==> src/rtl/core/mrsd_pkg.sv <==
// shared types and constants for the bzip2 mtf / run symbol decoder
package mrsd_pkg;

  localparam int ALPHABET_DEF = 256;
  localparam int RUN_BITS_DEF = 20;

  localparam int BYTE_W    = 8;
  localparam int SYM_W     = 9;
  localparam int CNT_W     = 20;
  localparam int LEN_W     = 20;
  localparam int CFG_W     = 64;
  localparam int CFG_IDX_W = 3;
  localparam int MAP_REGS  = 4;
  localparam int MAP_CNT_W = 7;

  localparam logic [LEN_W-1:0] CAPACITY_RST = LEN_W'(900000);

  typedef enum logic [CFG_IDX_W-1:0] {
    REG_IN_USE_0   = 3'd0,
    REG_IN_USE_1   = 3'd1,
    REG_IN_USE_2   = 3'd2,
    REG_IN_USE_3   = 3'd3,
    REG_CAPACITY   = 3'd4
  } cfg_reg_t;

  // one result as it waits for the output side
  typedef struct packed {
    logic [BYTE_W-1:0] out_byte;
    logic [CNT_W-1:0]  repeat_count;
    logic              end_of_block;
    logic              block_error;
    logic              last;
  } res_t;

  // control broadcast to every list cell
  typedef struct packed {
    logic clear;
    logic move;
    logic push;
  } cell_ctrl_t;

  typedef struct packed {
    logic valid;
    logic room;
  } fifo_stat_t;

endpackage

==> src/rtl/core/mrsd_cell.sv <==
// one entry of the move-to-front list
module mrsd_cell #(
  parameter int ALPHABET = mrsd_pkg::ALPHABET_DEF,
  parameter int INDEX    = 0
) (
  input  logic                            clk,
  input  logic                            rst_n,
  input  mrsd_pkg::cell_ctrl_t            ctrl,
  input  logic [$clog2(ALPHABET)-1:0]     pos,
  input  logic [mrsd_pkg::BYTE_W-1:0]     prev_val,
  output logic [mrsd_pkg::BYTE_W-1:0]     val,
  output logic [mrsd_pkg::BYTE_W-1:0]     hit_val
);
  import mrsd_pkg::*;

  localparam int PW = $clog2(ALPHABET);
  localparam logic [PW-1:0] IDX = PW'(INDEX);

  logic [BYTE_W-1:0] val_r;
  logic [BYTE_W-1:0] val_nxt;
  logic              take;

  // on a move, cells at or in front of the selected position shift back by one; on a push, every cell does
  assign take = ctrl.push | (ctrl.move & (pos >= IDX));

  always_comb begin
    val_nxt = val_r;
    if (ctrl.clear) begin
      val_nxt = '0;
    end else if (take) begin
      val_nxt = prev_val;
    end
  end

  always_ff @(posedge clk) begin
    if (!rst_n) begin
      val_r <= '0;
    end else begin
      val_r <= val_nxt;
    end
  end

  assign val     = val_r;
  assign hit_val = (pos == IDX) ? val_r : '0;

endmodule

==> config.mk <==
export PLATFORM = sky130hd
export DESIGN_NAME = mrsd_cell
export DESIGN_NICKNAME = d
export VERILOG_FILES = /design/src/rtl/core/mrsd_pkg.sv /design/src/rtl/core/mrsd_cell.sv
export SDC_FILE = /design/constraint.sdc
export NUM_CORES = 1
export LEC_CHECK = 0
export ABC_AREA = 0
export BUFFER_PORTS_ARGS = -buffer_cell sky130_fd_sc_hd__buf_2
export CAP_MARGIN = 20
export CORE_AREA = 2 2 39 41
export CTS_BUF_LIST = sky130_fd_sc_hd__clkbuf_8
export CTS_CLUSTER_SIZE = 10
export DETAILED_ROUTE_END_ITERATION = 12
export DIE_AREA = 0 0 41 43
export PLACE_DENSITY = 0.73
export SKIP_CTS_REPAIR_TIMING = 1
export SYNTH_ARGS = -nofsm -noshare
export SYNTH_HDL_FRONTEND = slang
export SYNTH_SLANG_ARGS = --single-unit
==> constraint.sdc <==
create_clock -name clk -period 1.5 [get_ports clk]
set_clock_uncertainty 0.2 [all_clocks]
set_input_delay 0.15 -clock clk [delete_from_list [all_inputs] [get_ports clk]]
set_output_delay 0.15 -clock clk [all_outputs]
set_load 0.005 [all_outputs]
## Word-level counts from Yosys, hierarchy flattened

Cells that the tools add are included.

- Flip-flop bits (word level): 8
- Input port bits: 21
- Output and inout bits: 16
- Logic and storage cells: 8

- Magnitude comparators: 1
- Multiplexer cells: 1
- Bitwise logic cells: 3
- Reductions and logical operators: 2

Operator list:

| operator | count |
|---|---|
| 8-bit by 1-bit >= comparator with 1-bit output, second input constant | 1 |
| 8-bit zero test | 1 |
| 8-bit two-way mux | 1 |
| 2-bit OR reduction | 1 |
| 1-bit AND | 1 |
| 1-bit inverter | 1 |
| 1-bit bitwise OR | 1 |

## Depth between registers and ports, before layout

- Depth in word-level cells: 3
- Mapped depth: 3
- Mapped depth without buffers: 2

## Worst setup path before layout

OpenSTA, ideal clock, no wires.

- Path kind: input -> output
- From: input pos[7]
- To: output hit_val[0] in the netlist's numbering
- Arrival time: 976 ps
- Required time: 1,150 ps
- Slack: 174 ps
- Stages on the path: 3
- Buffers on the path: 1
- Cell sequence: or4_4 buf_6 nor3_2

- Longest elaborated chain between the ends: 2

Ends and longest elaborated chain:

| element | line | source |
|---|---|---|
| start: declaration | mrsd_cell.sv:9 | `input logic [$clog2(ALPHABET)-1:0] pos,` |
| 8-bit zero test | mrsd_cell.sv:44 | `assign hit_val = (pos == IDX) ? val_r : '0;` |
| 8-bit two-way mux | mrsd_cell.sv:44 |  |
| end: declaration | mrsd_cell.sv:12 | `output logic [mrsd_pkg::BYTE_W-1:0] hit_val` |

No other way between the ends.

## Final worst setup path

- From: input pos[2]
- To: output hit_val[4] in the netlist's numbering

Same word-level chain as after synthesis.

==> out/qor.yml <==
cp_top_family: "simple AND/OR/NAND/NOR gates"
sw_frac_of_total_pct: 21.1
antenna_cells: 0
drtIter0Drc: 0
switching_power_uw: 117
muxShareOfSynthArea_pct: 0
grt_overflow: 0
path_max_fanout: 8
clockRootBuffer: "clkbuf_8"
tightest_slew_ns: 0.316
synth-seq-cells: 8
ioPinCount: 37
wire_per_inst_um: 10.4
arrival_ns: 1.17
cts_buffer_depth: 2
synth.net_count: 77
utilization_pct: 51.9
place_ws_ns: -0.0181
nets: 115
numCtsBuffers: 3
yosys.area_share.simple_pct: 37.0
ant_nets: 0
grt_max_degree: 17
dr.pass1.iters: 1
grt_pass1_vias: 422
post-route-period-util_pct: 101
leakage_nw: 0.315
vias: 503
comb_power_share_pct: 14.0
synth_top_family_by_area: "simple AND/OR/NAND/NOR gates"
die_area_um2: 1760
vias_per_cell: 4.66
clkPwrFrac_pct: 44.8
core-area_um2: 1380
num_rows: 14
synthXorXnorAreaFrac_pct: 0
cts_tree: "yes"
cts.clk_slew.worst_paths_ns: 0.04
finalPower_uw: 553
largest_reg_flops: 8
syn_to_final_growth_pct: 51.9
clk_latency_ns: 0.22
powerDensity_nw_per_um2: 770
p_int_uw: 436
p_seq_share_pct: 41.2
cp_slowest_cell: "or4_4"
fin_crit_ns: 1.52
crit_path_max_incr_delay_ns: 0.61
multiInputGateArea_um2: 259
max_slew_margin_pct: 78.9
dieHeight_um: 43
r2r_slack_ns: 0.30
yosys.area_share.adder_pct: 0
route.detailed.drc: 0
synth_seq_area_share_pct: 33.9
violations: "hold timing, setup timing"
start_util_pct: 34.2
path_cells: "buf_6 > or4_4 > nor3_2 > buf_2"
port_buffers: 36
postSynthCellCount: 56
setup_viol: 3
grt_usage_pct: 12.9
syn_area_per_cell_um2: 8.45
maxCapViolations: 0
crit_type: "in -> out"
fin_tns_setup_ns: -0.0257
die_x_um: 41
grt_pass1_wl_um: 1540
critical_path_required_ns: 1.15
report.final.slew_viol_count: 0
synth_area_um2: 473
synth_cell_type_count: 14
yosysWarnings: 0
antenna_found_initial: 0
crit_path_end_kind: "output port"
status: "finished with violations"
critPathLaunchType: "primary input"
wl_um: 1120
worst_ir_drop_vdd_mv: 0.415
htreeDepth: 1
whs_ns: -0.00519
synth_compound_area_share_pct: 16.9
rsz0062_at_grt: "true"
drive_gt1_share_pct: 60.9
fillers: 136
regArea_um2: 160
globalplace.congestion: 0.606
hold_violations: 4
cp.buffers_inverters: 2
hold_path.class: "in -> reg"
clock-sinks: 8
finalWorstSetupSlack_ns: -0.0190
max_freq_mhz: 658
cell usage in the layout, fill, tap and decap left out:
cell type and n:
dfxtp_1 8, a21oi_1 8, nand2b_1 1, or3b_2 6, buf_2 35, or3b_1 2, dlygate4sd3_1 1, clkbuf_8 3
o21ai_0 8, or4_4 2, inv_1 8, nor3_2 8, buf_6 2
metal layers:
metal | share of wire, % | vias up | global-route usage, %
met5 | 0 | - | 0
met4 | 0 | 0 | 10.0
met3 | 8.5 | 0 | 1.57
met2 | 50 | 25 | 23.4
met1 | 41 | 213 | 11.4
li1 | - | 265 | -
power groups by stage:
stage                     combinational, mW  clock [mW]  sequential [mW]
after global routing                 0.0859       0.265            0.229
final                                0.0776       0.248            0.228
after floorplan                      0.0337           0            0.232
after CTS                            0.0721       0.254            0.228
after global placement               0.0700           0            0.231
after detailed placement             0.0717           0            0.231
final cells by class:
cell class	instances	area share [%]
Timing Repair Buffer	38	28.9
Clock buffer	3	5.75
Multi-Input combinational cell	35	36.1
Tap cell	16	2.79
Sequential cell	8	22.3
Inverter	8	4.18
cells by family after synthesis:
kind of cell    Yosys count
flops                     8
simple gates             19
buf+inv                  13
compound gates           16
synthesized netlist by cell type:
cell type / count / area (µm²)
buf_2: 1 / 5.00
inv_1: 8 / 30.0
nor3_2: 8 / 80.1
or4_4: 1 / 11.3
or3b_2: 6 / 52.6
nand2b_1: 1 / 6.26
o21ai_0: 8 / 40.0
dfxtp_1: 8 / 160
buf_1: 1 / 3.75
clkbuf_1: 2 / 7.51
or4_1: 1 / 7.51
a21oi_1: 8 / 40.0
or3b_1: 2 / 17.5
buf_6: 1 / 11.3
path summary, 6_finish.rpt:
kind	startpoint	end	cells past startpoint
worst max register to register	val[5]	val[5]	2
worst min register to register	val[1]	val[1]	2
worst min-delay path	prev_val[4]	val[4]	3
worst max-delay path	pos[2]	hit_val[4]	4
through the flow:
step | cell area [µm²] | hold WS (ns) | cells
floorplan | 473 | 0.111 | 56
global route | 718 | 0.0102 | 108
detailed placement | 653 | 0.224 | 104
global placement | 653 | 0.215 | 104
CTS | 694 | -0.0102 | 107
finish | 718 | -0.00519 | 108
worst min-delay path, cell delays in order:
cell and delay (ns):
buf_2 0.09, o21ai_0 0.06, a21oi_1 0.06
Note: power is estimated with default switching activity, not from simulation.
