## src/rtl/core/mrsd_pkg.sv

```systemverilog
// shared types and constants for the bzip2 mtf / run symbol decoder
package mrsd_pkg;

  localparam int ALPHABET_DEF = 256;
  localparam int RUN_BITS_DEF = 20;

  localparam int BYTE_W    = 8;
  localparam int SYM_W     = 9;
  localparam int CNT_W     = 20;
  localparam int LEN_W     = 20;
  localparam int CFG_W     = 64;
  localparam int CFG_IDX_W = 3;
  localparam int MAP_REGS  = 4;
  localparam int MAP_CNT_W = 7;

  localparam logic [LEN_W-1:0] CAPACITY_RST = LEN_W'(900000);

  typedef enum logic [CFG_IDX_W-1:0] {
    REG_IN_USE_0   = 3'd0,
    REG_IN_USE_1   = 3'd1,
    REG_IN_USE_2   = 3'd2,
    REG_IN_USE_3   = 3'd3,
    REG_CAPACITY   = 3'd4
  } cfg_reg_t;

  // one result as it waits for the output side
  typedef struct packed {
    logic [BYTE_W-1:0] out_byte;
    logic [CNT_W-1:0]  repeat_count;
    logic              end_of_block;
    logic              block_error;
    logic              last;
  } res_t;

  // control broadcast to every list cell
  typedef struct packed {
    logic clear;
    logic move;
    logic push;
  } cell_ctrl_t;

  typedef struct packed {
    logic valid;
    logic room;
  } fifo_stat_t;

endpackage

```

## src/rtl/core/mrsd_res_fifo.sv

```systemverilog
// four-entry result queue, up to two writes and one read per cycle; reads wait on rd_ready
module mrsd_res_fifo (
  input  logic                 clk,
  input  logic                 rst_n,
  input  logic [1:0]           wr_cnt,
  input  mrsd_pkg::res_t       wr_a,
  input  mrsd_pkg::res_t       wr_b,
  input  logic                 rd_ready,
  output mrsd_pkg::res_t       rd_data,
  output mrsd_pkg::fifo_stat_t stat
);
  import mrsd_pkg::*;

  localparam int DEPTH = 4;
  localparam int AW    = $clog2(DEPTH);
  localparam int CW    = AW + 1;

  res_t          q_r [DEPTH];
  logic [AW-1:0] wr_ptr_r, wr_ptr_nxt, rd_ptr_r, rd_ptr_nxt, wr_ptr_p1;
  logic [CW-1:0] cnt_r, cnt_nxt;
  logic          pop;

  assign pop        = (cnt_r != '0) & rd_ready;
  assign wr_ptr_p1  = wr_ptr_r + AW'(1);
  assign wr_ptr_nxt = wr_ptr_r + AW'(wr_cnt);
  assign rd_ptr_nxt = rd_ptr_r + AW'(pop);
  assign cnt_nxt    = cnt_r + CW'(wr_cnt) - CW'(pop);

  always_ff @(posedge clk) begin
    if (!rst_n) begin
      wr_ptr_r <= '0;
      rd_ptr_r <= '0;
      cnt_r    <= '0;
    end else begin
      wr_ptr_r <= wr_ptr_nxt;
      rd_ptr_r <= rd_ptr_nxt;
      cnt_r    <= cnt_nxt;
    end
  end

  always_ff @(posedge clk) begin
    if (wr_cnt != 2'd0) begin
      q_r[wr_ptr_r] <= wr_a;
    end
    if (wr_cnt == 2'd2) begin
      q_r[wr_ptr_p1] <= wr_b;
    end
  end

  assign rd_data    = q_r[rd_ptr_r];
  assign stat.valid = (cnt_r != '0);
  // room for the two results a single request can cause
  assign stat.room  = (cnt_r <= CW'(DEPTH - 2));

endmodule

```

## config.mk

```make
export PLATFORM = sky130hd
export DESIGN_NAME = mrsd_res_fifo
export DESIGN_NICKNAME = d
export VERILOG_FILES = /design/src/rtl/core/mrsd_pkg.sv /design/src/rtl/core/mrsd_res_fifo.sv
export SDC_FILE = /design/constraint.sdc
export NUM_CORES = 1
export LEC_CHECK = 0
export BUFFER_PORTS_ARGS = -buffer_cell sky130_fd_sc_hd__buf_2
export CORE_UTILIZATION = 31
export DETAILED_ROUTE_END_ITERATION = 8
export GPL_TIMING_DRIVEN = 0
export PLACE_DENSITY = 0.49
export SYNTH_ARGS = -nofsm -noshare
export SYNTH_HDL_FRONTEND = slang
export SYNTH_SLANG_ARGS = --single-unit
```

## constraint.sdc

```tcl
create_clock -name clk -period 9.7 [get_ports clk]
set_input_delay 0.97 -clock clk [delete_from_list [all_inputs] [get_ports clk]]
set_output_delay 0.97 -clock clk [all_outputs]
set_load 0.01 [all_outputs]
```

Word level (Yosys, flattened, before mapping)
Memory sizes are Yosys's and may differ from the RTL's. A register that Yosys moved wholly into a read port is not among the register bits.
Cells that the tools add are included.
W data, S select, Z words.

storage, ports and cells
  register bits after elaboration = 7
  bits in writable memories = 124
  bits of input ports = 67
  output and inout bits = 33
  word-level logic and storage cells = 19
  memories kept = 1

memories
  name  depth  bits a word  read ports  clocked after memory_dff  wr ports  line                 source
  q_r   4      31           1           1                         2         mrsd_res_fifo.sv:18  res_t q_r [DEPTH];

operators by class
  $add $sub $neg = 5
  magnitude comparators = 1
  equality and inequality tests = 1
  muxes and demuxes = 5
  bitwise logic cells = 1
  reductions and logical operators = 2

operators with widths
  cell                   count
  $mux W1                4
  $add A3 B2 Y3          1
  $le A3 B2 Y1 const B   1
  $reduce_bool A3 Y1     1
  $sub A3 B1 Y3          1
  $add A2 B1 Y2          1
  $add A2 B1 Y2 const B  1
  $add A2 B2 Y2          1
  $eq A2 B2 Y1 const B   1
  $mux W2                1
  $reduce_bool A2 Y1     1
  $and A1 B1 Y1          1

Longest topological paths before layout
  depth in word-level cells = 4
  mapped depth = 7
  mapped depth without buffers = 7

Worst setup path before layout
No wires, ideal clock.

  kind = input port to flip-flop
  start = in wr_cnt[1]
  end = mem q_r[0][0] in the netlist's numbering, enable pin
  setup time = 0.462 ns
  arrival time = 3.394 ns
  data required time = 9.238 ns
  slack = 5.844 ns
  cell stages on the path = 3
  path buffers = 1
  cells stage by stage = buf_4 > o21bai_1 > o21ai_0

RTL lines
  element          line                 source
  start, declared  mrsd_res_fifo.sv:5   input logic [1:0] wr_cnt,
  end, declared    mrsd_res_fifo.sv:18

==> flow_metrics.py <==
metrics = {
    "run_status": {
        "status": "finished clean",
    },
    "power": {
        "power_mw": 1.76,
        "power-per-cell-area_nw_per_um2": 216,
        "p_leak_nw": 2.94,
        "ir_drop_mv": 0.125,
    },
    "route": {
        "drcViolationCount": 0,
        "finalWirelength_um": 15300,
        "ant_nets": 0,
        "drt-pass1-iter-count": 4,
        "vias_per_cell": 4.68,
        "vias": 3541,
        "drt-initial-drc-count": 140,
        "wl_per_cell_um": 20.3,
    },
    "placement": {
        "io_buffers": 98,
        "dpl.hpwl_um": 10000,
        "place.gp.congestion": 0.701,
        "dp_cells": 723,
        "post-place-ws_ps": 6940,
    },
    "floorplanning": {
        "start_util_pct": 31.5,
        "die-area_um2": 21900,
        "die_x_um": 148,
        "rows": 53,
        "die_height_um": 148,
        "fp.coreArea_um2": 21000,
        "io-pin-count": 100,
    },
    "yosys": {
        "yosysUniqueCellTypes": 31,
        "synth_top_area_cell": "edfxtp_1",
        "syn-num-nets": 417,
        "synthCells": 346,
        "ys_async_sr_fraction_pct": 0,
        "yosysSeqAreaShare_pct": 58.5,
        "netlist_top_cells_area": "edfxtp_1, mux2_2, mux4_2",
        "synth_top_area_share_pct": 56.4,
        "synth_edf_count": 124,
        "syn_area_per_cell_um2": 19.1,
        "ys_seq_elements": 131,
        "yosys_warnings": 0,
        "ys.flop_type": "edfxtp_1",
        "syn_area_um2": 6610,
    },
    "sta": {
        "tightest_slew_ps": 736,
        "slew_violations": 0,
        "tns_ps": 0,
        "fin_crit_sh_pct": 32.7,
        "finalSetupViolCount": 0,
        "finalWorstSetupSlack_ps": 6530,
        "hold_viol": 0,
        "fin_worst_skew_ps": 6.48,
        "maxSlewHeadroom_pct": 50.9,
        "period_needed_ps": 3170,
        "grt_setup_unrepaired": "no",
        "fmax_ghz": 0.316,
    },
    "clocking": {
        "cts_root_buffer": "clkbuf_16",
        "clkSinkCount": 131,
        "cts_hold_buffers": 0,
        "cts-htree-levels": 4,
        "cts.repair.resized": 0,
        "insertion_delay_ps": 420,
        "cts_tree": "yes",
        "cts_setup_buffers": 0,
        "cts_made_buffers": 17,
        "clk_pin_slew_ps": 60,
        "clock_path_buffers": 2,
    },
    "global_route": {
        "grt-ovfl-total": 0,
        "grt_pass1_vias": 4000,
        "antenna_found_initial": 2,
        "grt_use_total_pct": 15.0,
        "grt_max_degree": 23,
        "grt_pass1_wl_um": 23500,
    },
    "critical_path": {
        "criticalPathCategory": "flop to primary output",
        "crit_top_cell": "clkbuf_1",
        "cpMaxStageDelayCell": "clkbuf_1",
        "critPathCaptureType": "primary output",
        "critical-path-top-delay-family": "buffers and inverters",
        "worstPathRequired_ps": 8730,
        "cp.arrival_ps": 2200,
        "reg2reg_slack_ps": 7700,
        "slowest_delay_ps": 610,
        "path_cells": "clkbuf_1 -> clkbuf_1 -> mux4_2 -> buf_2",
        "cp-start-kind": "flop",
        "path_max_fanout": 10,
        "critPathBufInv": 3,
    },
    "cells_and_area": {
        "fin_util_pct": 38.9,
        "layoutNonFillerInstCount": 756,
        "num-nets-final": 538,
        "final_cell_mix": "edfxtp_1, buf_2, mux2_2",
        "area_delta_synth_final_pct": 23.4,
        "final_common_cell": "edfxtp_1",
        "drive_gt1_share_pct": 64.6,
    },
    "run": {
        "maxCapViolCount": 0,
    },
    "worst_hold_path": {
        "hp-class": "flop to flop",
    },
}
==> state kept, by name, summed over array words and instances, names as in the netlist <==
| signal | count |
|---|---|
| wr_ptr_r | 2 |
| rd_ptr_r | 2 |
| cnt_r | 3 |
| q_r | 124 |
==> layer usage <==
| metal | GRT usage, % | part of all wire (%) | vias up |
|---|---|---|---|
| li1 | - | - | 1649 |
| met1 | 18.6 | 43 | 1788 |
| met2 | 24.8 | 50 | 89 |
| met3 | 4.78 | 6.3 | 13 |
| met4 | 4.54 | 0.95 | 2 |
| met5 | 0 | 0.065 | - |
==> layout make-up <==
type | count | area (um2)
repair buffers | 102 | 571
well taps | 275 | 344
fillers | 1992 | 12800
flip-flops and latches | 131 | 3860
clock inverters | 14 | 164
clock buffers | 18 | 429
plain buffers | 23 | 213
multi-input cells | 188 | 2550
inverters | 4 | 15.0
diodes | 1 | 2.50
==> cells by family after synthesis <==
| logic type | Yosys count | share of synthesized area, % |
|---|---|---|
| mux | 159 | 34.0 |
| xor+xnor | 2 | 0.682 |
| fa+ha+maj | 4 | 0.871 |
| simple gates | 17 | 1.93 |
| compound gates | 6 | 0.625 |
| buf+inv | 27 | 3.45 |
| flops | 131 | 58.5 |
==> through the flow <==
step	cell area, um2	hold slack (ps)
after CTS	8150	726
after detailed placement	7560	708
after global routing	8150	780
final	8150	725
after global placement	7440	695
after floorplan	6610	621
==> synth_stat cells, types with 2 or more instances <==
master,number
mux2_4,29
edfxtp_1,124
and2_1,3
buf_2,5
buf_4,5
mux2_2,92
clkbuf_1,3
mux2i_1,4
nand2b_1,2
buf_6,7
inv_1,4
o21bai_1,2
nand2_1,2
buf_12,3
nor2b_1,2
mux4_2,31
dfxtp_1,7
ha_1,3
mux2_1,3
xnor3_1,2
nor2_1,3
==> worst min-delay path, cell delays in order (launching register included) <==
cell	delay [ps]
dfxtp_1	390
o31ai_1	130
mux2i_1	140
==> where the power goes <==
| group | internal [mW] | total, mW | switching, mW |
|---|---|---|---|
| sequential | 0.694 | 0.712 | 0.0179 |
| clock | 0.402 | 0.647 | 0.245 |
| combinational | 0.203 | 0.401 | 0.198 |
| total | 1.30 | 1.76 | 0.461 |
==> final timing paths <==
kind          startpoint           to  cells past startpoint
max          rd_ptr_r[1]  rd_data[13]                      4
min             cnt_r[1]  rd_ptr_r[0]                      2
max reg2reg  wr_ptr_r[0]    q_r[2][6]                      5
min reg2reg     cnt_r[1]  rd_ptr_r[0]                      2
No activity file was read; power rests on OpenSTA's default activity.
